===== config.mk =====
export PLATFORM = sky130hd
export DESIGN_NAME = gpd_ram
export DESIGN_NICKNAME = d
export VERILOG_FILES = /design/src/gpd_ram.sv
export SDC_FILE = /design/constraint.sdc
export NUM_CORES = 2
export LEC_CHECK = 0
export ABC_AREA = 1
export BUFFER_PORTS_ARGS = -buffer_cell sky130_fd_sc_hd__buf_2
export CELL_PAD_IN_SITES_DETAIL_PLACEMENT = 0
export CELL_PAD_IN_SITES_GLOBAL_PLACEMENT = 1
export CORE_MARGIN = 5
export CORE_UTILIZATION = 35
export CTS_CLUSTER_SIZE = 28
export DETAILED_ROUTE_END_ITERATION = 16
export HOLD_SLACK_MARGIN = 0.02
export MAX_ROUTING_LAYER = met4
export PLACE_DENSITY = 0.66
export SETUP_SLACK_MARGIN = 0.15
export SKIP_CTS_REPAIR_TIMING = 1
export SLEW_MARGIN = 20
export SYNTH_ARGS = -nofsm -noshare
export SYNTH_HDL_FRONTEND = slang
export SYNTH_SLANG_ARGS = --single-unit
export TNS_END_PERCENT = 100

===== constraint.sdc =====
create_clock -name clk -period 3.61 [get_ports clk]
set_clock_uncertainty 0.15 [all_clocks]
set_input_delay 0.1805 -clock clk [delete_from_list [all_inputs] [get_ports clk]]
set_output_delay 0.1805 -clock clk [all_outputs]
set_load 0.02 [all_outputs]

===== src/gpd_ram.sv =====
// ----------------------------------------------------------------------------
// Generic single-port-write RAM
// One write port and one read port with a registered, enabled read.
// ----------------------------------------------------------------------------
module gpd_ram #(
  parameter int WIDTH = 8,
  parameter int DEPTH = 256
) (
  input  logic                     clk,
  input  logic                     wr_en,
  input  logic [$clog2(DEPTH)-1:0] wr_addr,
  input  logic [WIDTH-1:0]         wr_data,
  input  logic                     rd_en,
  input  logic [$clog2(DEPTH)-1:0] rd_addr,
  output logic [WIDTH-1:0]         rd_data
);

  logic [WIDTH-1:0] mem [DEPTH];

  // Write port.
  always_ff @(posedge clk) begin
    if (wr_en) begin
      mem[wr_addr] <= wr_data;
    end
  end

  // Registered read; the data holds while no read is issued.
  always_ff @(posedge clk) begin
    if (rd_en) begin
      rd_data <= mem[rd_addr];
    end
  end

endmodule


==> results.toml <==
[outcome]
status = "completed"

[final_layout]
nNetsFinal = 7185
drive_above_1_share = 0.0992
final_common_cell = "nand2_1"
register_area_mm2 = 0.0617
multi_input_area_mm2 = 0.0192
finalInstanceArea_mm2 = 0.0961
final_cell_mix = "nand2_1, edfxtp_1, nand3_1"
area_growth_syn_to_layout_pct = 15.1
num-fill-cells = 22354

[routing]
viasPerCell = 5.20
wl_per_cell_um = 23.7
drt_wl_total_um = 249000
firstDrtPassIters = 5
drt_first_iter_violations = 5949
drtAntennaViolNets = 0
drcViolationCount = 0
num_vias = 54629

[placement]
io_buffers = 34
hpwl_um = 148000
pre_cts_ws_ns = 0.232
dpl_cell_area_mm2 = 0.0891
globalplace.congestion = 0.853

[setup_path]
crit_start = "rd_addr[0]"
crit_slowest_cell = "dlygate4sd3_1"
path_cells = "buf_8, inv_16, buf_12, buf_12, buf_4, nand2_1, nand3_1, nand3_1, nand3_1, nand3_1, nand3_1, nand3_1, nand2_1, nand2_1, dlygate4sd3_1, nand2_1"
rrSetupSlack_ns = 0.96
reg2regPathDepth = 11
cp.arrival_ns = 3.28
crit_path_end = "rd_data[5]"
path_common_cell = "nand3_1"
timing.rr.end = "rd_data[5]"
crit_required_ns = 4.08
end_kind = "flop"
r2r-start = "mem[251][5]"
path_class = "in2reg"
cp_max_fo = 73
critPathMaxStageDelay_ns = 0.55
start_kind = "input pin"

[clocking]
cts_buffers = 212
cts.root.buffer_cell = "clkbuf_16"
cts_tree = "done"
clockBufferDepth = 3
clk_latency_ns = 0.87
cts_max_level = 4
cts_sinks = 2056
clk_pin_slew_ns = 0.06

[sta]
rsz0062_at_grt = "no"
clock.fmax_mhz = 356
relSlewSlack = 0.343
hold_viol_final = 0
fin_crit_sh = 0.778
worst_slew_pin_slew_ns = 0.986
final_max_slew_viol_count = 0
layout_setup_ws_ns = 0.803
period_needed_ns = 2.81
setup_viol = 0
tns_ns = 0

[yosys]
yosysWarnings = 0
netlist_area_mm2 = 0.0835
ys_types = 13
synth_cells = 7003
synth_area_leaders = "edfxtp_1, nand3_1, nand2_1"
yosys_register_bits = 2056
synth_top_area_cell = "edfxtp_1"
ys_seq_area_frac = 0.740
synth_nets = 7030
synth_area_per_cell_um2 = 11.9
yosys.area.top_type_share = 0.740

[power]
power_density_mw_per_mm2 = 535
vdd_drop_max_mv = 0.441
power_mw = 51.4
p_leak_nw = 33.4

[run]
cap_violations = 0

[floorplanning]
core.rowCount = 179
initial_core_util = 0.351
dieArea_mm2 = 0.248
die_x_um = 498
die_height_um = 498
io_pins = 35
core_mm2 = 0.238

[global_routing]
grt_pass1_vias = 52697
grt_usage = 0.201
grt_overflow = 0
antenna_found_initial = 20
grt_max_degree = 133
grt_pass1_wl_um = 364000

[worst_hold_path]
min_path_type = "in2reg"
[Yosys cell counts]
cell / instances
buf_8: 1
nand2_1: 2123
nor2_1: 283
inv_4: 1
buf_6: 16
buf_4: 46
nand3_1: 2019
clkbuf_1: 112
buf_1: 40
edfxtp_1: 2056
buf_2: 268
inv_1: 36
inv_2: 2
[how the worst min path moves through the flow]
| stage | startpoint | endpoint | cells past startpoint |
|---|---|---|---|
| finish | wr_en | mem[183][5] | 3 |
| detailed placement | rd_en | rd_data[7] | 1 |
| global route | wr_en | mem[183][7] | 3 |
| floorplan | wr_data[0] | mem[0][0] | 0 |
| CTS | rd_en | rd_data[7] | 1 |
| global placement | rd_en | rd_data[7] | 1 |
[critical path: cells and delay by family]
family,cells,cell delay [ns]
buffers and inverters,6,1.65
and+or+nand+nor,10,1.28
[routing by layer]
layer | GRT usage | vias to the layer above | share of wire
li1 | - | 25207 | -
met1 | 0.273 | 27158 | 0.43
met2 | 0.315 | 1904 | 0.47
met4 | 0.0612 | 0 | 0.031
met3 | 0.0291 | 360 | 0.064
met5 | - | - | 0
[metrics by stage]
stage | hold slack (ns) | std cells | util
final | 0.0187 | 10515 | 0.404
after floorplan | 0.129 | 7003 | -
after global routing | 0.0327 | 10514 | 0.404
after global placement | 0.519 | 10099 | 0.375
after CTS | -0.411 | 10497 | 0.404
after detailed placement | 0.520 | 10099 | 0.375
[cells by family (layout without fill, tap and decap cells)]
logic type	Yosys count	in the layout	synth area share
and+or+nand+nor	4425	4425	0.229
DFF	2056	2056	0.740
buffers and inverters	522	861	0.0312
other	0	6	0
[report_power, final]
| part | internal (mW) | leakage [nW] | total (mW) | switching, mW |
|---|---|---|---|---|
| logic | 0.799 | 11.6 | 3.21 | 2.41 |
| clock network | 12.3 | 3.35 | 21.8 | 9.47 |
| registers | 26.3 | 18.5 | 26.4 | 0.0347 |
[sequential cells by signal, indices dropped and copies added (netlist names)]
name / flops
mem: 2048
rd_data: 8
[cell type report]
class                   instances  area share
inverters                      39     0.00187
repair buffers                424      0.0432
clock buffers                 251      0.0567
clock inverters               147      0.0152
multi-input cells            4425       0.199
flip-flops and latches       2056       0.642
diodes                          6    0.000156
well taps                    3167      0.0412
No activity file was read; power rests on OpenSTA's default activity.
