==> config.mk <==
export PLATFORM = sky130hd
export DESIGN_NAME = gpd_scale
export DESIGN_NICKNAME = d
export VERILOG_FILES = /design/src/gpd_pkg.sv /design/src/gpd_scale.sv
export SDC_FILE = /design/constraint.sdc
export NUM_CORES = 1
export LEC_CHECK = 0
export BUFFER_PORTS_ARGS = -buffer_cell sky130_fd_sc_hd__buf_2
export CORE_MARGIN = 4
export CORE_UTILIZATION = 25
export CTS_CLUSTER_DIAMETER = 60
export DETAILED_ROUTE_END_ITERATION = 6
export HOLD_SLACK_MARGIN = 0.06
export PLACE_DENSITY_LB_ADDON = 0.15
export SYNTH_ARGS = -nofsm -noshare
export SYNTH_HDL_FRONTEND = slang
export SYNTH_SLANG_ARGS = --single-unit
==> constraint.sdc <==
create_clock -name clk -period 6.4 [get_ports clk]
set_input_delay 0.32 -clock clk [delete_from_list [all_inputs] [get_ports clk]]
set_output_delay 0.32 -clock clk [all_outputs]
set_load 0.02 [all_outputs]
==> src/gpd_pkg.sv <==
// ----------------------------------------------------------------------------
// Gray pattern pixel decoder package
// Shared widths, register indexes and the bundles that pass between the
// decoder's submodules.
// ----------------------------------------------------------------------------
package gpd_pkg;

  // Widest Gray code and the table that it addresses.
  localparam int CODE_BITS = 10;
  localparam int TBL_DEPTH = 1 << CODE_BITS;
  localparam int CNT_W     = 4;
  localparam int PIX_W     = 8;
  localparam int SIZE_W    = 16;
  localparam int COORD_W   = 16;
  localparam int CFG_IDX_W = 2;
  localparam int CFG_DAT_W = 16;

  // Configuration register indexes.
  localparam logic [CFG_IDX_W-1:0] REG_NUM_BITS   = 2'd0;
  localparam logic [CFG_IDX_W-1:0] REG_VERTICAL   = 2'd1;
  localparam logic [CFG_IDX_W-1:0] REG_PROJ_WIDTH = 2'd2;
  localparam logic [CFG_IDX_W-1:0] REG_PROJ_HEIGHT = 2'd3;

  // Request kinds.
  localparam logic KIND_TABLE  = 1'b0;
  localparam logic KIND_SAMPLE = 1'b1;

  // Configuration as seen by the datapath.
  typedef struct packed {
    logic [CNT_W-1:0]  num_bits;
    logic              vertical;
    logic [SIZE_W-1:0] projector_width;
    logic [SIZE_W-1:0] projector_height;
  } cfg_t;

  // Access to the stripe table.
  typedef struct packed {
    logic                 wr_en;
    logic [CODE_BITS-1:0] wr_addr;
    logic [CODE_BITS-1:0] wr_data;
    logic                 rd_en;
    logic [CODE_BITS-1:0] rd_addr;
  } tbl_req_t;

  // A completed pixel on its way to scaling.
  typedef struct packed {
    logic                 load;
    logic [CODE_BITS-1:0] code;
    logic [SIZE_W-1:0]    period;
  } pixel_t;

  // Status of the scaling stage.
  typedef struct packed {
    logic slot_valid;
    logic slot_free;
  } scale_stat_t;

endpackage

==> src/gpd_scale.sv <==
// ----------------------------------------------------------------------------
// Gray pattern coordinate scaler
// Holds a looked-up pixel while its stripe arrives from the table, multiplies
// the stripe by the period and keeps the result in the output register.
// ----------------------------------------------------------------------------
module gpd_scale (
  input  logic                              clk,
  input  logic                              rst,
  input  gpd_pkg::pixel_t                   pixel,
  input  logic [gpd_pkg::CODE_BITS-1:0]     stripe,
  input  logic                              out_ready,
  output logic                              out_valid,
  output logic [gpd_pkg::COORD_W-1:0]       coordinate,
  output logic [gpd_pkg::CODE_BITS-1:0]     gray_code,
  output gpd_pkg::scale_stat_t              stat
);

  localparam int PROD_W = gpd_pkg::CODE_BITS + gpd_pkg::SIZE_W;

  logic                          slot_valid;
  logic [gpd_pkg::CODE_BITS-1:0] slot_code;
  logic [gpd_pkg::SIZE_W-1:0]    slot_period;
  logic [PROD_W-1:0]             product;
  logic                          advance;

  // The output register moves when it is empty or being drained.
  assign advance        = !out_valid || out_ready;
  assign stat.slot_valid = slot_valid;
  assign stat.slot_free  = !slot_valid || advance;

  // Lookup slot: holds the pixel while its table read data arrives.
  always_ff @(posedge clk) begin
    if (rst) begin
      slot_valid <= 1'b0;
    end else if (pixel.load) begin
      slot_valid <= 1'b1;
    end else if (advance) begin
      slot_valid <= 1'b0;
    end
  end

  always_ff @(posedge clk) begin
    if (pixel.load) begin
      slot_code   <= pixel.code;
      slot_period <= pixel.period;
    end
  end

  // Stripe times period; the low bits form the coordinate.
  assign product = PROD_W'(stripe) * PROD_W'(slot_period);

  always_ff @(posedge clk) begin
    if (rst) begin
      out_valid <= 1'b0;
    end else if (advance) begin
      out_valid <= slot_valid;
    end
  end

  always_ff @(posedge clk) begin
    if (advance && slot_valid) begin
      coordinate <= product[gpd_pkg::COORD_W-1:0];
      gray_code  <= slot_code;
    end
  end

endmodule

==> results of run 1 <==
==> flip-flops by register name, indices dropped and copies added (netlist names) <==
register     flops
slot_code       10
slot_valid       1
coordinate      16
out_valid        1
slot_period     16
gray_code       10
==> routing by layer <==
metal,vias up,share of wire (%)
li1,1491,-
met1,1558,48
met2,56,47
met3,4,4.1
met4,0,0.61
met5,-,0
==> critical path, delay by kind of cell (launching register included) <==
family	cells	cell delay, ns
compound gates	4	0.79
fa+ha+maj	6	2.75
simple gates	2	0.34
flops	1	0.62
buf+inv	2	0.09
mux	1	0.22
==> through the flow <==
stage	instance area [um^2]	setup WS [ns]
final	5654	1.399
after CTS	5654	1.423
after detailed placement	5508	1.447
after global placement	5508	1.439
after global routing	5654	1.170
after floorplan	4877	1.719
==> path summary, 6_finish.rpt <==
| kind | slack [ns] | depth (start not counted) | end |
|---|---|---|---|
| max reg2reg | 1.40 | 15 | coordinate[14]$_DFFE_PP_ |
| min | 0.19 | 2 | slot_valid$_SDFFE_PP0P_ |
| min reg2reg | 0.42 | 0 | gray_code[8]$_DFFE_PP_ |
| max | 1.40 | 15 | coordinate[14]$_DFFE_PP_ |
==> final cells by class <==
cell class | instances | area, um^2 | share of cell area (%)
well taps | 260 | 325.3 | 5.753
multi-input cells | 301 | 2967 | 52.47
flip-flops and latches | 54 | 1602 | 28.32
repair buffers | 69 | 347.8 | 6.152
clock inverters | 3 | 21.27 | 0.3762
inverters | 71 | 266.5 | 4.713
clock buffers | 5 | 125.1 | 2.213
==> power by group through the flow <==
stage | sequential (W) | combinational [W] | clock, W
2_1_floorplan | 0.000614 | 0.00139 | 0
3_3_place_gp | 0.000574 | 0.00185 | 0
3_5_place_dp | 0.000575 | 0.00186 | 0
4_1_cts | 0.000566 | 0.00187 | 0.000283
5_1_grt | 0.000571 | 0.00211 | 0.000294
6_report | 0.000564 | 0.00184 | 0.000271
==> kinds of logic after synthesis <==
kind of cell	count (synthesis)	share of synthesized area [%]
buf+inv	81	6.388
mux	1	0.2052
xor+xnor	27	5.156
simple gates	143	14.75
compound gates	30	4.233
fa+ha+maj	100	36.43
flops	54	32.84
==> cells in the final DEF, fill, tap and decap left out <==
cell	count
a21boi_1	1
a21o_1	6
a21oi_1	9
a21oi_2	2
a2bb2oi_1	1
a311oi_1	2
a31oi_1	2
and2_1	62
and2_2	1
and3_1	1
buf_2	68
buf_4	1
clkbuf_16	5
clkinv_1	1
clkinv_4	2
dfxtp_1	2
edfxtp_1	52
fa_1	70
ha_1	30
inv_1	71
mux2i_1	1
nand2_1	61
nand3b_1	1
nand4_1	1
nor2_1	10
nor2b_1	4
nor2b_2	1
o211a_1	1
o21ai_0	1
o21ai_1	2
o21ai_2	1
o21bai_2	1
o31ai_1	1
or2_0	1
xnor2_1	19
xnor2_2	2
xor2_1	6
==> impl_metrics.csv, run 1 <==
group,metric,value,unit
job,cap_violations,0,
clocking,insertion_delay,0.29,ns
power,sw_frac_of_total,44.72,%
placement,routabilityCongestion,0.7705,
die,chipHeight,147.7,um
route,via_count,3109,
clocking,h-tree-depth,2,
power,clkPwrFrac,10.1,%
clocking,cts-root-buf,"clkbuf_16",
clocking,cts_buffers,5,
clocking,clkTransAtPathRegs,0.07,ns
finish,drive_gt1_share,16.70,%
sta,rsz0062_at_grt,"no",
worst_setup_path,cp.required,6.52,ns
worst_setup_path,setup.worst_path.start,"slot_period[5]$_DFFE_PP_",
sta,fin_setup_tns,0,ns
route,drtAntennaViolNets,0,
clocking,clockBufferDepth,2,
route,routed_via_density,4.075,
die,die_x,147.7,um
clocking,cts_tree,"built",
synthesis,synth_nets,576,
synthesis,yosys.area.top_type,"edfxtp_1",
placement,place_hpwl,8.952,mm
power,seqPwrFrac,21.1,%
power,p_comb_share,68.8,%
finish,n_antenna_cell,0,
worst_setup_path,cpMaxStageDelayCell,"edfxtp_1",
global_routing,grt_busiest_layer,"met2",
sta,worstMarginPinSlew,0.5915,ns
clocking,post-cts-setup-buffers,0,
die,num_rows,50,
worst_setup_path,critPathArrivalTime,5.12,ns
worst_setup_path,timing_worst_setup_path_type,"register to register",
global_routing,grt_max_degree,28,
power,peakVddDrop,0.2135,mV
global_routing,grt_pass1_wl,18.67,mm
route,wire_per_inst,14.58,um
route,drt-total-wl,11.13,mm
global_routing,grt_use_met1,15.43,%
outcome,status,"finished, final reports clean",
global_routing,grt_pass1_vias,3467,
finish,nNetsFinal,642,
power,switchingPower,0.001197,W
clocking,clock_sinks,54,
worst_setup_path,rr_startpoint,"slot_period[5]$_DFFE_PP_",
sta,finalMaxSlewViolations,0,
die,dieArea,21810,um^2
synthesis,synth_most_common_cell,"inv_1",
sta,whs,0.1909,ns
synthesis,ys_seq_area_share,32.84,%
sta,finalClockSkew,0.003758,ns
power,finalPower,0.002677,W
worst_setup_path,slowest_delay,0.62,ns
global_routing,grt_overflow_total,0,
worst_setup_path,crit_path_frequent_cell,"fa_1",
synthesis,syn_inst,436,
synthesis,synth_cell_type_count,33,
sta,maxSlewHeadroom,60.57,%
synthesis,synth-edff-count,52,
route,drt_pass1_iterations,4,
power,p_leak,2.593,nW
clocking,cts_hold_buf,0,
route,drcViolationCount,0,
sta,fin_crit,5.001,ns
global_routing,grtUsageMet3,1.931,%
finish,utilization,29.83,%
synthesis,ys_ff_latch,54,
power,internal_power,0.001480,W
synthesis,netlist_area,4877,um^2
finish,synthToLayoutAreaGrowth,15.93,%
synthesis,synth.avg_cell_area,11.19,um^2
synthesis,async_reset_ff_share,0,%
clocking,cts_resized,0,
placement,dpl.cell_count,755,
global_routing,antenna_found_initial,0,
sta,hold_viol_final,0,
synthesis,synthFlopType,"edfxtp_1",
worst_hold_path,min_path_type,"input port to register",
sta,fmax,0.2000,GHz
worst_setup_path,crit_chain,"and2_1, fa_1, fa_1, fa_1, fa_1, inv_1, fa_1, inv_1, ha_1, a21o_1, a21o_1, a21oi_1, mux2i_1, nand2_1, a311oi_1",
route,drtIter0Drc,97,
die,core,18960,um^2
worst_setup_path,cp_max_fo,10,
die,io_pins,69,
global_routing,grt_use_met2,17.44,%
synthesis,synth_area_leaders,"edfxtp_1 32%, fa_1 29%, and2_1 8.0%",
sta,period_share,78.14,%
worst_setup_path,startpoint_type,"register",
worst_setup_path,cp-end-kind,"register",
global_routing,grt_usage,10.77,%
die,start_util,25.73,%
sta,finalSetupViolations,0,
synthesis,yosysTopAreaCellShare,32.02,%
synthesis,synth_top_cells_by_count,"71 x inv_1, 70 x fa_1, 62 x and2_1",
worst_hold_path,holdCritStartpoint,"rst",
synthesis,yosysWarnings,0,
finish,nFillCells,1984,
placement,port_buffers,68,
finish,layout.cells.non_filler,763,
power,powerDensity,473.4,nW/um^2
Power figures use the tool's default switching activity.
==> inputs of run 2 (changes only) <==
Settings changed: ABC_AREA set to 1.
Clock period 6.4 ns to 4.13 ns, I/O delays scaled along.
==> run 2 against run 1 <==
The run now ends with setup timing left. Worst hold slack worse by 0.12 ns. Global-route usage up 0.34 points. Synthesized area up 6.9%. Critical path depth up 6. Design area up 22%.
==> impl_metrics.csv, run 2 <==
group,metric,value,unit
clocking,cts_tree,"built",
sta,finalClockSkew,0.01376,ns
synthesis,yosysTopAreaCellShare,29.96,%
worst_setup_path,rr_startpoint,"slot_period[7]$_DFFE_PP_",
worst_setup_path,cp-end-kind,"register",
synthesis,synthFlopType,"edfxtp_1",
synthesis,syn_inst,580,
route,drtAntennaViolNets,0,
synthesis,synth_top_cells_by_count,"170 x nand2_1, 155 x inv_1, 70 x fa_1",
die,core,20360,um^2
synthesis,synth_most_common_cell,"nand2_1",
synthesis,synth-edff-count,52,
global_routing,grt_use_met2,19.54,%
sta,finalSetupViolations,9,
finish,n_antenna_cell,0,
worst_setup_path,critical_path.top_delay_family,"adder cells",
clocking,h-tree-depth,2,
global_routing,antenna_found_initial,0,
sta,period_share,109.5,%
worst_setup_path,cpMaxStageDelayCell,"fa_1",
global_routing,grt_usage,11.11,%
synthesis,synth.avg_cell_area,8.987,um^2
synthesis,async_reset_ff_share,0,%
worst_hold_path,holdCritStartpoint,"pixel[2]",
die,chipHeight,152.4,um
sta,whs,0.06981,ns
clocking,clockBufferDepth,2,
synthesis,synth_nets,720,
power,p_leak,3.624,nW
power,powerDensity,826.5,nW/um^2
finish,final_common_cell,"nand2_1",
sta,rsz0062_at_grt,"yes",
die,io_pins,69,
worst_setup_path,critPathArrivalTime,4.58,ns
sta,worstMarginPinSlew,0.6170,ns
sta,fin_crit,4.522,ns
finish,nNetsFinal,844,
worst_hold_path,min_path_type,"input port to register",
clocking,cts-root-buf,"clkbuf_16",
synthesis,ys_ff_latch,54,
route,routed_via_density,3.918,
global_routing,grt_overflow_total,0,
worst_setup_path,rrSetupSlack,-0.39,ns
synthesis,yosysWarnings,0,
power,peakVddDrop,0.5015,mV
placement,routabilityCongestion,0.8164,
worst_setup_path,timing_worst_setup_path_type,"register to register",
route,wire_per_inst,12.99,um
worst_setup_path,cp_num_buf_inv,7,
clocking,clock_sinks,54,
global_routing,grt_busiest_layer,"met2",
synthesis,netlist_area,5212,um^2
sta,finalMaxSlewViolations,0,
global_routing,grt_pass1_vias,4100,
placement,place_hpwl,10.40,mm
route,drcViolationCount,0,
sta,fmax,0.2211,GHz
die,num_rows,52,
finish,nFillCells,2090,
sta,hold_viol_final,0,
outcome,violations,"setup timing",
clocking,cts_buffers,5,
synthesis,synth_area_leaders,"edfxtp_1 30%, fa_1 27%, nand2_1 12%",
worst_setup_path,setup.worst_path.start,"slot_period[7]$_DFFE_PP_",
route,drtIter0Drc,129,
synthesis,yosys.area.top_type,"edfxtp_1",
outcome,status,"complete, but fails checks",
finish,synthToLayoutAreaGrowth,32.43,%
worst_setup_path,cp.required,4.18,ns
global_routing,grt_max_degree,28,
synthesis,ys_seq_area_share,30.72,%
global_routing,grt_use_met1,14.17,%
synthesis,synth_cell_type_count,31,
sta,fin_ws,-0.3923,ns
global_routing,grtUsageMet3,2.670,%
placement,port_buffers,68,
worst_setup_path,slowest_delay,0.53,ns
finish,final_cell_mix,"151 x nand2_1, 145 x inv_1, 68 x buf_2, 65 x fa_1, 56 x buf_4",
clocking,clkTransAtPathRegs,0.08,ns
route,drt-total-wl,12.66,mm
worst_setup_path,startpoint_type,"register",
sta,fin_setup_tns,-2.037,ns
worst_setup_path,crit_chain,"buf_4, nand2_1, inv_1, fa_1, inv_1, fa_1, inv_1, fa_1, fa_1, inv_1, fa_1, inv_2, ha_4, nand2_2, nor2_1, inv_1, or2_1, nand2_1, a21oi_1, nand3_1, nand2_1",
job,cap_violations,0,
finish,drive_gt1_share,31.21,%
clocking,insertion_delay,0.30,ns
route,via_count,3820,
worst_setup_path,cp_max_fo,4,
sta,maxSlewHeadroom,58.87,%
global_routing,grt_pass1_wl,20.92,mm
die,start_util,25.60,%
finish,top_regs,"coordinate x16, slot_period x16",
die,dieArea,23220,um^2
route,drt_pass1_iterations,4,
finish,utilization,33.90,%
die,die_x,152.4,um
run 2: changes by cell type after synthesis, sizes merged, moves of 3 or more:
cell,before,now
a21o,6,3
and2,63,0
buf,2,11
clkbuf,8,12
inv,71,157
nand2,61,175
nand3,0,18
nor2b,5,0
o21ai,4,1
xnor2,21,3
xor2,6,9
run 2: repair_timing:
action | 4_1_cts | 5_1_grt
endpoints found under the setup margin | 10 | 10
endpoints found under the hold margin | 0 | 2
resized for setup | 46 | 23
hold buffers | 0 | 2
pin swaps | 20 | 15
setup buffers | 16 | 1
run 2: path summary, 6_finish.rpt:
check | endpoint | depth (start not counted)
worst min register to register | gray_code[1]$_DFFE_PP_ | 0
worst max-delay path | coordinate[15]$_DFFE_PP_ | 21
worst max register to register | coordinate[15]$_DFFE_PP_ | 21
worst min-delay path | slot_period[2]$_DFFE_PP_ | 1
run 2: through the flow:
step / instances / worst slack [ns] / total power, W / instance area, um^2
floorplan: 580 / -0.2297 / 0.003440 / 5404
global placement: 948 / -0.4468 / 0.004602 / 6295
detailed placement: 948 / -0.5015 / 0.004649 / 6295
CTS: 972 / -0.4163 / 0.005637 / 6756
global route: 975 / -0.5927 / 0.006310 / 6903
finish: 975 / -0.3923 / 0.005705 / 6903
run 2: cell families after synthesis:
family | after synthesis | share of synthesized area, %
and+or+nand+nor | 211 | 16.35
buffers and inverters | 181 | 13.95
adders and majority gates | 100 | 34.09
DFF | 54 | 30.72
AOI/OAI and AO/OA | 22 | 2.880
xor gates and xnor gates | 12 | 2.016
run 2: cell type report:
type	instances	area, um^2	area share (%)
Multi-Input combinational cell	345	3278	47.49
Inverter	158	593.1	8.592
Clock inverter	3	28.78	0.4169
Tap cell	270	337.8	4.894
Clock buffer	5	125.1	1.813
Timing Repair Buffer	140	938.4	13.59
Sequential cell	54	1602	23.20
run 2: metal layers:
metal  wire, um  vias to the layer above
met3        485                        7
li1           -                     1948
met1       5670                     1819
met4         99                        0
met2       6406                       46
met5          0                        -
run 2: power by group:
group	internal, W	switching (W)	leakage, nW
combinational	0.00215	0.00225	3.03
sequential	0.000824	0.0000358	0.515
clock	0.000232	0.000218	0.0759
