--- src/gpd_pkg.sv ---
// ----------------------------------------------------------------------------
// Gray pattern pixel decoder package
// Shared widths, register indexes and the bundles that pass between the
// decoder's submodules.
// ----------------------------------------------------------------------------
package gpd_pkg;

  // Widest Gray code and the table that it addresses.
  localparam int CODE_BITS = 10;
  localparam int TBL_DEPTH = 1 << CODE_BITS;
  localparam int CNT_W     = 4;
  localparam int PIX_W     = 8;
  localparam int SIZE_W    = 16;
  localparam int COORD_W   = 16;
  localparam int CFG_IDX_W = 2;
  localparam int CFG_DAT_W = 16;

  // Configuration register indexes.
  localparam logic [CFG_IDX_W-1:0] REG_NUM_BITS   = 2'd0;
  localparam logic [CFG_IDX_W-1:0] REG_VERTICAL   = 2'd1;
  localparam logic [CFG_IDX_W-1:0] REG_PROJ_WIDTH = 2'd2;
  localparam logic [CFG_IDX_W-1:0] REG_PROJ_HEIGHT = 2'd3;

  // Request kinds.
  localparam logic KIND_TABLE  = 1'b0;
  localparam logic KIND_SAMPLE = 1'b1;

  // Configuration as seen by the datapath.
  typedef struct packed {
    logic [CNT_W-1:0]  num_bits;
    logic              vertical;
    logic [SIZE_W-1:0] projector_width;
    logic [SIZE_W-1:0] projector_height;
  } cfg_t;

  // Access to the stripe table.
  typedef struct packed {
    logic                 wr_en;
    logic [CODE_BITS-1:0] wr_addr;
    logic [CODE_BITS-1:0] wr_data;
    logic                 rd_en;
    logic [CODE_BITS-1:0] rd_addr;
  } tbl_req_t;

  // A completed pixel on its way to scaling.
  typedef struct packed {
    logic                 load;
    logic [CODE_BITS-1:0] code;
    logic [SIZE_W-1:0]    period;
  } pixel_t;

  // Status of the scaling stage.
  typedef struct packed {
    logic slot_valid;
    logic slot_free;
  } scale_stat_t;

endpackage

--- src/gpd_collect.sv ---
// ----------------------------------------------------------------------------
// Gray pattern bit collector
// Gathers one bit per sample into the pixel's Gray code, issues the table
// lookup when the pixel completes and forwards table writes to the memory.
// ----------------------------------------------------------------------------
module gpd_collect (
  input  logic                              clk,
  input  logic                              rst,
  input  logic                              accept,
  input  logic                              kind,
  input  logic [gpd_pkg::CODE_BITS-1:0]     table_index,
  input  logic [gpd_pkg::CODE_BITS-1:0]     table_value,
  input  logic [gpd_pkg::PIX_W-1:0]         bright,
  input  logic [gpd_pkg::PIX_W-1:0]         dark,
  input  gpd_pkg::cfg_t                     cfg,
  output gpd_pkg::tbl_req_t                 tbl_req,
  output gpd_pkg::pixel_t                   pixel,
  output logic [gpd_pkg::CNT_W-1:0]         bit_count_out
);

  logic [gpd_pkg::CODE_BITS-1:0] code_acc;
  logic [gpd_pkg::CODE_BITS-1:0] code_acc_next;
  logic [gpd_pkg::CNT_W-1:0]     bit_count;
  logic [gpd_pkg::CNT_W-1:0]     bit_count_next;
  logic [gpd_pkg::CNT_W-1:0]     eff_bits;
  logic [gpd_pkg::CODE_BITS-1:0] code_mask;
  logic [gpd_pkg::CODE_BITS-1:0] ones;
  logic [gpd_pkg::CODE_BITS-1:0] acc_upd;
  logic [gpd_pkg::CNT_W-1:0]     cnt_upd;
  logic [gpd_pkg::SIZE_W-1:0]    size_sel;
  logic                          bit_set;
  logic                          is_sample;
  logic                          done;

  // Effective bit count: zero counts as one, large values clamp.
  always_comb begin
    priority if (cfg.num_bits == '0) begin
      eff_bits = gpd_pkg::CNT_W'(1);
    end else if (cfg.num_bits > gpd_pkg::CNT_W'(gpd_pkg::CODE_BITS)) begin
      eff_bits = gpd_pkg::CNT_W'(gpd_pkg::CODE_BITS);
    end else begin
      eff_bits = cfg.num_bits;
    end
  end

  // Bit decision and the updated accumulator and count.
  assign is_sample = accept && (kind == gpd_pkg::KIND_SAMPLE);
  assign bit_set   = (bright > dark) &&
                     (bit_count < gpd_pkg::CNT_W'(gpd_pkg::CODE_BITS));
  assign acc_upd   = code_acc | (gpd_pkg::CODE_BITS'(bit_set) << bit_count);
  assign cnt_upd   = bit_count + gpd_pkg::CNT_W'(1);
  assign done      = cnt_upd >= eff_bits;
  assign ones      = '1;
  assign code_mask = ~(ones << eff_bits);
  assign size_sel  = cfg.vertical ? cfg.projector_width : cfg.projector_height;

  // Completed pixel and its table lookup.
  assign pixel.load   = is_sample && done;
  assign pixel.code   = acc_upd & code_mask;
  assign pixel.period = size_sel >> eff_bits;

  assign tbl_req.wr_en   = accept && (kind == gpd_pkg::KIND_TABLE);
  assign tbl_req.wr_addr = table_index;
  assign tbl_req.wr_data = table_value;
  assign tbl_req.rd_en   = pixel.load;
  assign tbl_req.rd_addr = pixel.code;

  // Next pixel state: a finished pixel starts over.
  always_comb begin
    code_acc_next  = code_acc;
    bit_count_next = bit_count;
    if (is_sample) begin
      if (done) begin
        code_acc_next  = '0;
        bit_count_next = '0;
      end else begin
        code_acc_next  = acc_upd;
        bit_count_next = cnt_upd;
      end
    end
  end

  always_ff @(posedge clk) begin
    if (rst) begin
      code_acc  <= '0;
      bit_count <= '0;
    end else begin
      code_acc  <= code_acc_next;
      bit_count <= bit_count_next;
    end
  end

  assign bit_count_out = bit_count;

endmodule

--- config.mk ---
export PLATFORM = sky130hd
export DESIGN_NAME = gpd_collect
export DESIGN_NICKNAME = d
export VERILOG_FILES = /design/src/gpd_pkg.sv /design/src/gpd_collect.sv
export SDC_FILE = /design/constraint.sdc
export NUM_CORES = 1
export LEC_CHECK = 0
export BUFFER_PORTS_ARGS = -buffer_cell sky130_fd_sc_hd__buf_2
export CORE_ASPECT_RATIO = 1.2
export CORE_MARGIN = 1.5
export CORE_UTILIZATION = 40
export DETAILED_ROUTE_END_ITERATION = 12
export GPL_ROUTABILITY_DRIVEN = 0
export PLACE_DENSITY = 0.88
export SKIP_CTS_REPAIR_TIMING = 1
export SYNTH_ARGS = -nofsm -noshare
export SYNTH_HDL_FRONTEND = slang
export SYNTH_SLANG_ARGS = --single-unit
--- constraint.sdc ---
create_clock -name clk -period 4.2 [get_ports clk]
set_input_delay 0.42 -clock clk [delete_from_list [all_inputs] [get_ports clk]]
set_output_delay 0.42 -clock clk [all_outputs]
set_load 0.005 [all_outputs]
==> results.md, run 1 <==
* Peak supply drop at 0.131 mV
* Final instance area at about 2500 um2
* CTS tree: done
* Share of layout cells above drive strength 1 at 34.6%
* Routed wire per std cell at 14.3 um
* Ant. Diodes at 0
* Worst Tran Pin Value at 0.843 ns
* Hold Vio Cnt, Final at 0
* Net count, final at 441
* Avg Inst Size Synth at 7.37 um2
* Critical Path AT at ~2.9 ns
* Total core area at 5300 um2
* IO Pins at 140
* Synth Instances at 299
* Clk pin slew, worst setup/hold paths at 0.05 ns
* Setup TNS at 0 ns
* Initial core utilization at 41.6%
* Final core occ at around 47%
* Die footprint at slightly below 6000 um2
* Mapped cell area at between 2000 and 2500 um2
* Worst setup SP type: primary input
* # setup viols final at 0
* Slew margin rel. at approximately 44%
* Status: finished clean
* Num Clock Sinks at 14
* # port buffers at 96
* RSZ-0062 raised after global routing: no
* Vias per inst at 5.60
* Dpl ws at 0.767 ns
* Detail Placement HPWL at about 4800 um
* Synth warn at 0
* Sequential area share after synthesis at approximately 13%
* Crit Path Category: primary input to output pin
* Via Count at 2306
* Dpl cell area at 2440 um2
* Post-synth cell types at 55
* Worst Path Max Fanout at 24
* DR pass1 iterations at 4
* Max-Cap Viols at 0
* First-pass GRT wire length at 9550 um
* Initial DRC count at 131
* F_max at 0.300 GHz
* Worst skew pair latency at 0.25 ns
* Predominant post-synthesis flop cell: dfxtp_1
* Die Wd at 70.8 um
* Flop2flop setup slack at approximately 1.8 ns
* Async set-reset flop share out of synthesis at 0%
* Site row count at 29
* Grt total ovfl at 0
* Synth-to-Final Area Change at 13.1%
* Post-synth top area cell: dfxtp_1
* Crit end category: output pin
* # DRC at 0
* Final Max Tran Viols at 0
* Drt total wl at roughly 5900 um
* Total CTS buffers at 3
* Hold Path Class: flop to flop
* Initial antenna violation count at 0
* Antenna-violating nets left at 0
* CTS Root Cell: clkbuf_8
* Largest net degree at the start of global routing at 25
* Pleak at 1.22 nW
* Cell area power density at 204 nW/um2
* Total Routing Usage GR at 19.2%
* Synth area leaders: dfxtp_1 13%, buf_4 11%, mux2i_1 7.7%, ha_1 7.4%, nor2_1 6.1%
* Clock Path Buffers at 2
* Worst Path Required at 3.78 ns
* Die H at 84.3 um
* Skew final at between 0.0008 and 0.0009 ns
* Synth top area share at 12.7%
* EDFF count, synth at 0
* H-tree levels at 1
* Final min period at 3.34 ns
* Vias in the first global route at between 2k and 2.5k
* Yosys reg bits at 14
* Syn_nets at 389
* Final critical-path share of the clock period at 79.5%
* Worst setup margin at 0.861 ns
==> metrics by stage <==
step                      hold WS, ns  total power [W]  instances
after floorplan                 0.419         0.000320        299
after global placement          0.432         0.000369        408
after detailed placement        0.439         0.000378        408
after CTS                       0.447         0.000509        412
after global routing            0.474         0.000539        412
final                           0.445         0.000510        412
==> area by class of cell <==
cell class,count,area [um2]
clock buffers,4,55.1
fillers,515,2810
inverters,13,53.8
multi-input cells,223,1550
flip-flops and latches,14,280
well taps,62,77.6
repair buffers,96,480
==> path summary, 6_finish.rpt <==
| check | start | to | cells after the start |
|---|---|---|---|
| setup / recovery | cfg[34] | pixel[26] | 10 |
| hold / removal | code_acc[9]$_SDFFE_PP0P_ | code_acc[9]$_SDFFE_PP0P_ | 2 |
| setup reg to reg | bit_count_out[0]$_SDFFE_PP0P_ | code_acc[8]$_SDFFE_PP0P_ | 8 |
| hold reg to reg | code_acc[9]$_SDFFE_PP0P_ | code_acc[9]$_SDFFE_PP0P_ | 2 |
==> synth_stat cells (all sizes together), types with 5 or more instances <==
library cell,count
a21oi,16
nand2,26
mux2,9
dfxtp,14
o21ai,16
nand2b,8
nor2,36
o41ai,5
mux2i,20
clkbuf,10
o21a,6
ha,13
o31ai,6
or3,5
a211oi,6
nand3,9
inv,11
buf,39
==> where the power goes <==
group,internal (W),switching (W),leakage [nW],total (W)
sequential,0.000135,0.00000397,0.113,0.000139
combinational,0.000106,0.000133,1.08,0.000239
clock,0.0000832,0.0000484,0.0288,0.000132
==> critical path: stages <==
cell      delay, ns
buf_2          0.36
or3b_1         0.18
o21a_1         0.67
clkinv_4       0.20
ha_1           0.31
nand2b_1       0.14
a21oi_1        0.13
o21a_1         0.26
nor2_1         0.10
buf_2          0.14
==> placed cells by master, fill, tap and decap left out, types with 3 or more instances in the layout <==
| cell type | netlist | routed |
|---|---|---|
| o41ai_1 | 5 | 5 |
| mux2i_1 | 17 | 17 |
| nand2b_1 | 8 | 8 |
| nor2b_1 | 3 | 3 |
| inv_1 | 11 | 11 |
| a21o_1 | 3 | 3 |
| or3_1 | 5 | 5 |
| a21oi_1 | 16 | 16 |
| xor2_1 | 3 | 3 |
| dfxtp_1 | 14 | 14 |
| o21ai_0 | 6 | 6 |
| nand4_1 | 3 | 3 |
| buf_2 | 4 | 96 |
| nor2_1 | 36 | 36 |
| nand2_1 | 26 | 26 |
| nor3_1 | 3 | 3 |
| mux2_2 | 7 | 7 |
| o21a_1 | 6 | 6 |
| o21ai_1 | 10 | 10 |
| nand3_1 | 9 | 9 |
| o31ai_1 | 6 | 6 |
| clkbuf_8 | 0 | 4 |
| a211oi_1 | 4 | 4 |
| ha_1 | 13 | 13 |
==> state kept, by name, indices dropped and copies added (netlist names) <==
register	count
bit_count_out	4
code_acc	10
==> cells by family (layout without fill, tap and decap cells) <==
family	after synthesis	count (layout)	share of synthesized area [%]
adder cells (fa/ha/maj)	13	13	7.38
other	1	1	0.170
flip-flops	14	14	12.7
buffers and inverters	62	113	17.1
AO/OA/AOI/OAI	74	74	23.5
multiplexers	30	30	16.2
AND/OR/NAND/NOR	100	100	21.0
XOR/XNOR	5	5	1.99
==> routing by layer <==
layer	share of wire (%)	GRT usage (%)	vias to the layer above	routed length, um
met3	8.7	3.36	14	510
met5	0	0	-	0
li1	-	-	1133	-
met2	50	36.1	125	2940
met1	39	21.1	1034	2300
met4	2.4	7.03	0	139
Note: power is estimated with default switching activity, not from simulation.
==> inputs of run 2 (changes only) <==
Clock period 4.2 ns to 3.2 ns, I/O delays scaled along.
==> run 2 against run 1 <==
Compared with the run above: via count is 0.13% lower; combinational power up 31%; largest cell class unchanged; cell count increased by 0.24%; critical endpoint is now pixel[4]; non-clock buffer count increased by 2; worst hold slack lost 0.069 ns; design area barely moved; sequential power up 32%; clock skew up 0.0038 ns; core utilization barely moved; sequential cell count unchanged.
==> results.md, run 2 (synthesis results as in run 1) <==
* Hold Path Class: primary input to flop
* Synth-to-Final Area Change at 13.2% (about the same)
* Combinational Power Share at 49.0% (+2.1 points)
* Multi-input logic area at 1550 um2 (unchanged)
* Num Clock Sinks at 14 (unchanged)
* Setup TNS at 0 ns (unchanged)
* Via Count at 2303 (-0.13%)
* Fillers at 519 (+0.78%)
* Worst skew pair latency at 0.25 ns (about the same)
* Sw Ratio at 37.2% (+0.74 points)
* Pleak at 1.22 nW (+0.20%)
* # DRC at 0 (unchanged)
* Reg area at 280 um2 (unchanged)
* Crit Path Category: primary input to output pin
* Flop2flop setup slack at 0.77 ns (-0.99 ns)
* Clk pin slew, worst setup/hold paths at 0.05 ns (about the same)
* Worst Path Required at 2.88 ns (-0.90 ns)
* Dpl cells at 410 (+0.49%)
* Initial core utilization at 41.6% (unchanged)
* Skew final at 0.00461 ns (+0.00377 ns)
* Grt total ovfl at 0 (unchanged)
* Share of layout cells above drive strength 1 at 34.8% (+0.19 points)
* Layout Cells excl Fill at 413 (+0.24%)
* Initial DRC count at 87 (-34%)
* Seq pwr share at 28.6% (+1.3 points)
* Net count, final at 443 (+0.45%)
* R2R cell count at 8 (unchanged)
* Hold Vio Cnt, Final at 0 (unchanged)
* First-pass GRT wire length at 9080 um (-4.9%)
* Drt total wl at 5730 um (-2.7%)
* Total CTS buffers at 3 (unchanged)
* Die Wd at 70.8 um (unchanged)
* Total Routing Usage GR at 18.4% (-0.82 points)
* Worst Tran Pin Value at 0.568 ns (-0.275 ns)
* WHS Path Cells at 3 (+1)
* Worst setup SP type: primary input
* Critical Path AT at 2.36 ns (-0.56 ns)
* Met3 wire length at 546 um (+7.1%)
* WL met2 at 2730 um (-6.9%)
* Most frequent cells in the layout: 96 x buf_2, 36 x nor2_1, 26 x nand2_1
* Top sig layer: met4
* Status: finished clean
* Final critical-path share of the clock period at 83.7%
* Die footprint at 5960 um2 (unchanged)
* CTS Root Cell: clkbuf_8
* IO Pins at 140 (unchanged)
* Max reg flops at 10 (unchanged)
* # setup viols final at 0 (unchanged)
* # port buffers at 96 (unchanged)
* Most common cell after layout, fill and taps aside: buf_2
* Antenna-violating nets left at 0 (unchanged)
* Psw at 0.000238 W (+28%)
* Initial antenna violation count at 0 (unchanged)
* F_max at 0.373 GHz
* DR pass1 iterations at 4 (unchanged)
* Total core area at 5300 um2 (unchanged)
* Met1 Wirelength at 2240 um (-2.8%)
* Final min period at 2.68 ns
* Die H at 84.3 um (unchanged)
* Peak supply drop at 0.0917 mV (-30%)
* Worst Path Max Fanout at 23 (-4.2%)
* Cell area power density at 256 nW/um2 (+25%)
* Detail Placement HPWL at 4660 um (-2.5%)
* Crit end category: output pin
* Site row count at 29 (unchanged)
* Largest register by flop count: code_acc
* Final Max Tran Viols at 0 (unchanged)
* Routed wire per std cell at 13.9 um (-3.0%)
* Internal at 0.000401 W (+24%)
* Clock Path Buffers at 2 (unchanged)
* Ant. Diodes at 0 (unchanged)
* Max-Cap Viols at 0 (unchanged)
* Vias per inst at 5.58 (-0.37%)
* Vias in the first global route at 2095 (-2.1%)
* CTS tree: done
* Clock share of power at 22.4% (-3.4 points)
* H-tree levels at 1 (unchanged)
* Largest net degree at the start of global routing at 25 (unchanged)
* RSZ-0062 raised after global routing: no
* Slew margin rel. at 61.6% (+18 points)
## run 2: area by class of cell
type	instances	area share (%)
clock buffer	3	1.66
tap	62	3.11
multi-input combinational	223	62.0
sequential	14	11.2
timing repair buffer	98	19.9
inverter	13	2.16
## run 2: metrics by stage
step                      worst slack, ns  total power (W)  hold WS [ns]  util (%)  instance area (um2)
after global routing                0.375         0.000683         0.390      47.1                 2490
after detailed placement            0.432         0.000497         0.438      46.3                 2450
after CTS                           0.545         0.000642         0.374      47.1                 2490
final                               0.522         0.000639         0.376      47.1                 2490
after global placement              0.515         0.000487         0.431      46.3                 2450
after floorplan                     0.824         0.000420         0.419         -                 2200
## run 2: path summary, 6_finish.rpt
path	start	end
max reg2reg	bit_count_out[0]$_SDFFE_PP0P_	code_acc[8]$_SDFFE_PP0P_
min	accept	code_acc[9]$_SDFFE_PP0P_
min reg2reg	code_acc[0]$_SDFFE_PP0P_	code_acc[0]$_SDFFE_PP0P_
max	cfg[35]	pixel[4]
## run 2: power by group through the flow
stage          combinational (W)  clock [W]  sequential [W]
6_report                0.000313   0.000143        0.000183
5_1_grt                 0.000343   0.000157        0.000183
4_1_cts                 0.000312   0.000148        0.000182
3_5_place_dp            0.000311          0        0.000186
3_3_place_gp            0.000301          0        0.000186
2_1_floorplan           0.000237          0        0.000183
## run 2: per-layer routing
layer / track usage, % / up-vias
li1: - / 1134
met1: 19.7 / 1006
met2: 34.0 / 141
met3: 3.36 / 22
met4: 8.75 / 0
met5: 0 / -
## run 2: worst max-delay path, cell delays in order
cell,delay (ns)
buf_2,0.36
o21ba_1,0.20
o21a_1,0.18
buf_4,0.27
mux2i_2,0.31
nor2_1,0.09
a311oi_2,0.36
a211oi_1,0.12
buf_2,0.15
==> inputs of run 3 (changes only) <==
Settings changed: ABC_AREA set to 1, PLACE_DENSITY 0.88 to 0.89.
Clock period 3.2 ns to 2.8 ns, I/O delays scaled along.
==> run 3 against run 2 <==
Compared with the run above: sequential power is 17% higher; non-clock buffer count grew 4; critical path depth decreased by 1; wire length grew 0.94%; clock-buffer cell count is the same; synthesized cell count rose by 23%; core utilization grew 1.6 points; combinational power rose by 15%; via count rose by 8.8%; largest cell class unchanged; largest power group unchanged.
==> results.md, run 3 <==
* Worst Path Max Fanout at 12 (-48%)
* Initial antenna violation count at 0 (unchanged)
* Yosys reg bits at 14 (unchanged)
* CTS Root Cell: clkbuf_8
* Via Count at 2505 (+8.8%)
* Ant. Diodes at 0 (unchanged)
* Largest net degree at the start of global routing at 24 (-4.0%)
* CP cell instances: nand3_1 > xor2_1 > ha_1 > a21oi_1 > nand3_1 > nand2_1 > inv_1 > buf_2
* Synth warn at 0 (unchanged)
* Dpl cell area at 2400 um2 (-2.2%)
* Hold Vio Cnt, Final at 0 (unchanged)
* Routed wire per std cell at 11.9 um (-14%)
* Die footprint at 5730 um2 (-3.9%)
* HP Start: code_acc[9]$_SDFFE_PP0P_
* Met1 Wirelength at 2260 um (+0.76%)
* Reg-to-Reg End: bit_count_out[3]$_SDFFE_PP0P_
* Async set-reset flop share out of synthesis at 0% (unchanged)
* CTS tree: done
* Site row count at 28 (-3.4%)
* Flop2flop setup slack at 0.60 ns (-0.17 ns)
* Most frequent cell after synthesis: nand2_1
* Avg Inst Size Synth at 5.76 um2 (-22%)
* Met3 wire length at 510 um (-6.6%)
* Reg area at 280 um2 (unchanged)
* Worst Path Required at 2.52 ns (-0.36 ns)
* # DRC at 0 (unchanged)
* IO Pins at 140 (unchanged)
* Drt total wl at 5790 um (+0.94%)
* Synth Instances at 367 (+23%)
* Net count, final at 517 (+17%)
* Worst setup SP type: flop
* Crit-path slowest cell: dfxtp_1
* Final Max Tran Viols at 0 (unchanged)
* Critical Path AT at 2.21 ns (-0.15 ns)
* Total CTS buffers at 3 (unchanged)
* Final min period at about 2.5 ns
* Most frequent cells in the layout: 98 x buf_2, 93 x nand2_1, 49 x nor2_1
* WL met2 at 2890 um (+5.7%)
* Largest register by flop count: code_acc
* Skew final at 0.00354 ns (-0.00108 ns)
* DR pass1 iterations at 5 (+1)
* # port buffers at 98 (+2.1%)
* Max reg flops at 10 (unchanged)
* Fillers at 529 (+1.9%)
* Status: finished clean
* Initial DRC count at 116 (+33%)
* Crit path top cell by count: nand3_1
* Worst setup path startpoint: bit_count_out[1]$_SDFFE_PP0P_
* Max-Cap Viols at 0 (unchanged)
* Initial core utilization at 42.2% (+0.59 points)
* Detail Placement HPWL at 4850 um (+4.1%)
* Crit end category: output pin
* EDFF count, synth at 0 (unchanged)
* H-tree levels at 1 (unchanged)
* Total Routing Usage GR at 19.5% (+1.1 points)
* Die H at 82.6 um (-2.0%)
* Grt total ovfl at 0 (unchanged)
* Final instance area at 2440 um2 (-2.2%)
* RSZ-0062 raised after global routing: no
* Syn_nets at 457 (+17%)
* Synth top area share at 16.5% (+3.8 points)
* Power, Total at 0.000737 W (+15%)
* Clock Path Buffers at 2 (unchanged)
* R2R cell count at 8 (unchanged)
* Final critical-path share of the clock period at 88.9%
* CP max stage delay at 0.48 ns (+0.12 ns)
* Top sig layer: met4
* Multi-input logic area at 1400 um2 (-9.7%)
* Setup TNS at 0 ns (unchanged)
* Post-synth cell types at 33 (-40%)
* Share of layout cells above drive strength 1 at 27.5% (-7.2 points)
* Setup crit end: tbl_req[10]
* Cell area power density at 302 nW/um2 (+18%)
* Antenna-violating nets left at 0 (unchanged)
* Worst skew pair latency at 0.25 ns (about the same)
* First-pass GRT wire length at 9250 um (+1.9%)
* Most common cell after layout, fill and taps aside: buf_2
* Vias per inst at 5.16 (-7.4%)
* Crit Reg-Reg Startpoint: bit_count_out[1]$_SDFFE_PP0P_
* Mapped cell area at 2110 um2 (-4.1%)
* Clk pin slew, worst setup/hold paths at 0.06 ns (about the same)
* Num Clock Sinks at 14 (unchanged)
* Peak supply drop at 0.152 mV (+66%)
* Total core area at 5010 um2 (-5.4%)
* Synth area leaders: nand2_1 17%, dfxtp_1 13%, buf_4 11%, nand3_1 11%, nor2_1 8.7%
* F_max at roughly 0.40 GHz
* Sequential area share after synthesis at 13.3% (+0.54 points)
* Die Wd at 69.4 um (-2.0%)
* Synth-to-Final Area Change at 15.5%
* Predominant post-synthesis flop cell: dfxtp_1
* Post-synth top area cell: nand2_1
* Pleak at 1.39 nW (+14%)
* # setup viols final at 0 (unchanged)
* Hold Path Class: flop to flop
* Vias in the first global route at 2213 (+5.6%)
* Final core occ at 48.7% (+1.6 points)
* Post-synth top cells: 93 x nand2_1, 49 x nor2_1, 47 x nand3_1, 32 x buf_4, 32 x inv_1
* Crit Path Category: flop to output pin
## run 3: changes by cell type in the layout (fill, tap and decap cells not counted), moves of 4 or more
cell,previous run,this run
mux2_2,7,0
o21a_1,6,1
nand3_1,9,47
nand2b_1,8,0
nand4_1,3,7
o41ai_1,5,0
nor2_1,36,49
o31ai_1,6,1
or3_1,5,0
o211ai_1,1,14
inv_1,11,32
mux2i_1,17,0
nand2_1,26,93
a21oi_1,16,10
## run 3: how the worst min path moves through the flow
| stage | to | slack (ns) | depth (start not counted) |
|---|---|---|---|
| after CTS | code_acc[9]$_SDFFE_PP0P_ | 0.48 | 2 |
| after global routing | code_acc[4]$_SDFFE_PP0P_ | 0.51 | 2 |
| after global placement | code_acc[4]$_SDFFE_PP0P_ | 0.46 | 2 |
| after detailed placement | code_acc[9]$_SDFFE_PP0P_ | 0.47 | 2 |
| final | code_acc[9]$_SDFFE_PP0P_ | 0.47 | 2 |
| after floorplan | code_acc[9]$_SDFFE_PP0P_ | 0.44 | 2 |
## run 3: cell families after synthesis
logic type               Yosys count  share of synthesized area (%)
flip-flops                        14                           13.3
adder cells (fa/ha/maj)           13                           7.70
XOR/XNOR                           2                          0.829
buffers and inverters             81                           20.7
AND/OR/NAND/NOR                  205                           41.0
AO/OA/AOI/OAI                     50                           15.3
multiplexers                       1                           1.07
other                              1                          0.177
## run 3: critical path: cells and delay by family (launching register included)
family | cells | cell delay, ns
buf+inv | 2 | 0.23
compound gates | 1 | 0.17
flops | 1 | 0.48
fa+ha+maj | 1 | 0.30
simple gates | 3 | 0.54
xor+xnor | 1 | 0.24
## run 3: routing by layer
layer / GRT usage, % / vias up
li1: - / 1289
met1: 21.1 / 1063
met2: 38.6 / 140
met3: 3.64 / 13
met4: 5.88 / 0
met5: 0 / -
## run 3: layout make-up
class	count	share of cell area [%]
Inverter	34	5.23
Sequential cell	14	11.5
Timing Repair Buffer	102	21.3
Tap cell	60	3.08
Clock buffer	3	1.69
Multi-Input combinational cell	272	57.2
## run 3: power by group
part / switching, W / internal (W) / total (W)
sequential: 0.00000876 / 0.000205 / 0.000214
clock: 0.0000677 / 0.0000951 / 0.000163
combinational: 0.000213 / 0.000148 / 0.000361
## run 3: per-stage QoR
| stage | setup slack (ns) | hold WS (ns) | cells |
|---|---|---|---|
| global route | 0.176 | 0.511 | 485 |
| floorplan | 0.486 | 0.445 | 367 |
| finish | 0.312 | 0.474 | 485 |
| detailed placement | 0.556 | 0.468 | 482 |
| global placement | 0.621 | 0.459 | 482 |
| CTS | 0.327 | 0.475 | 485 |
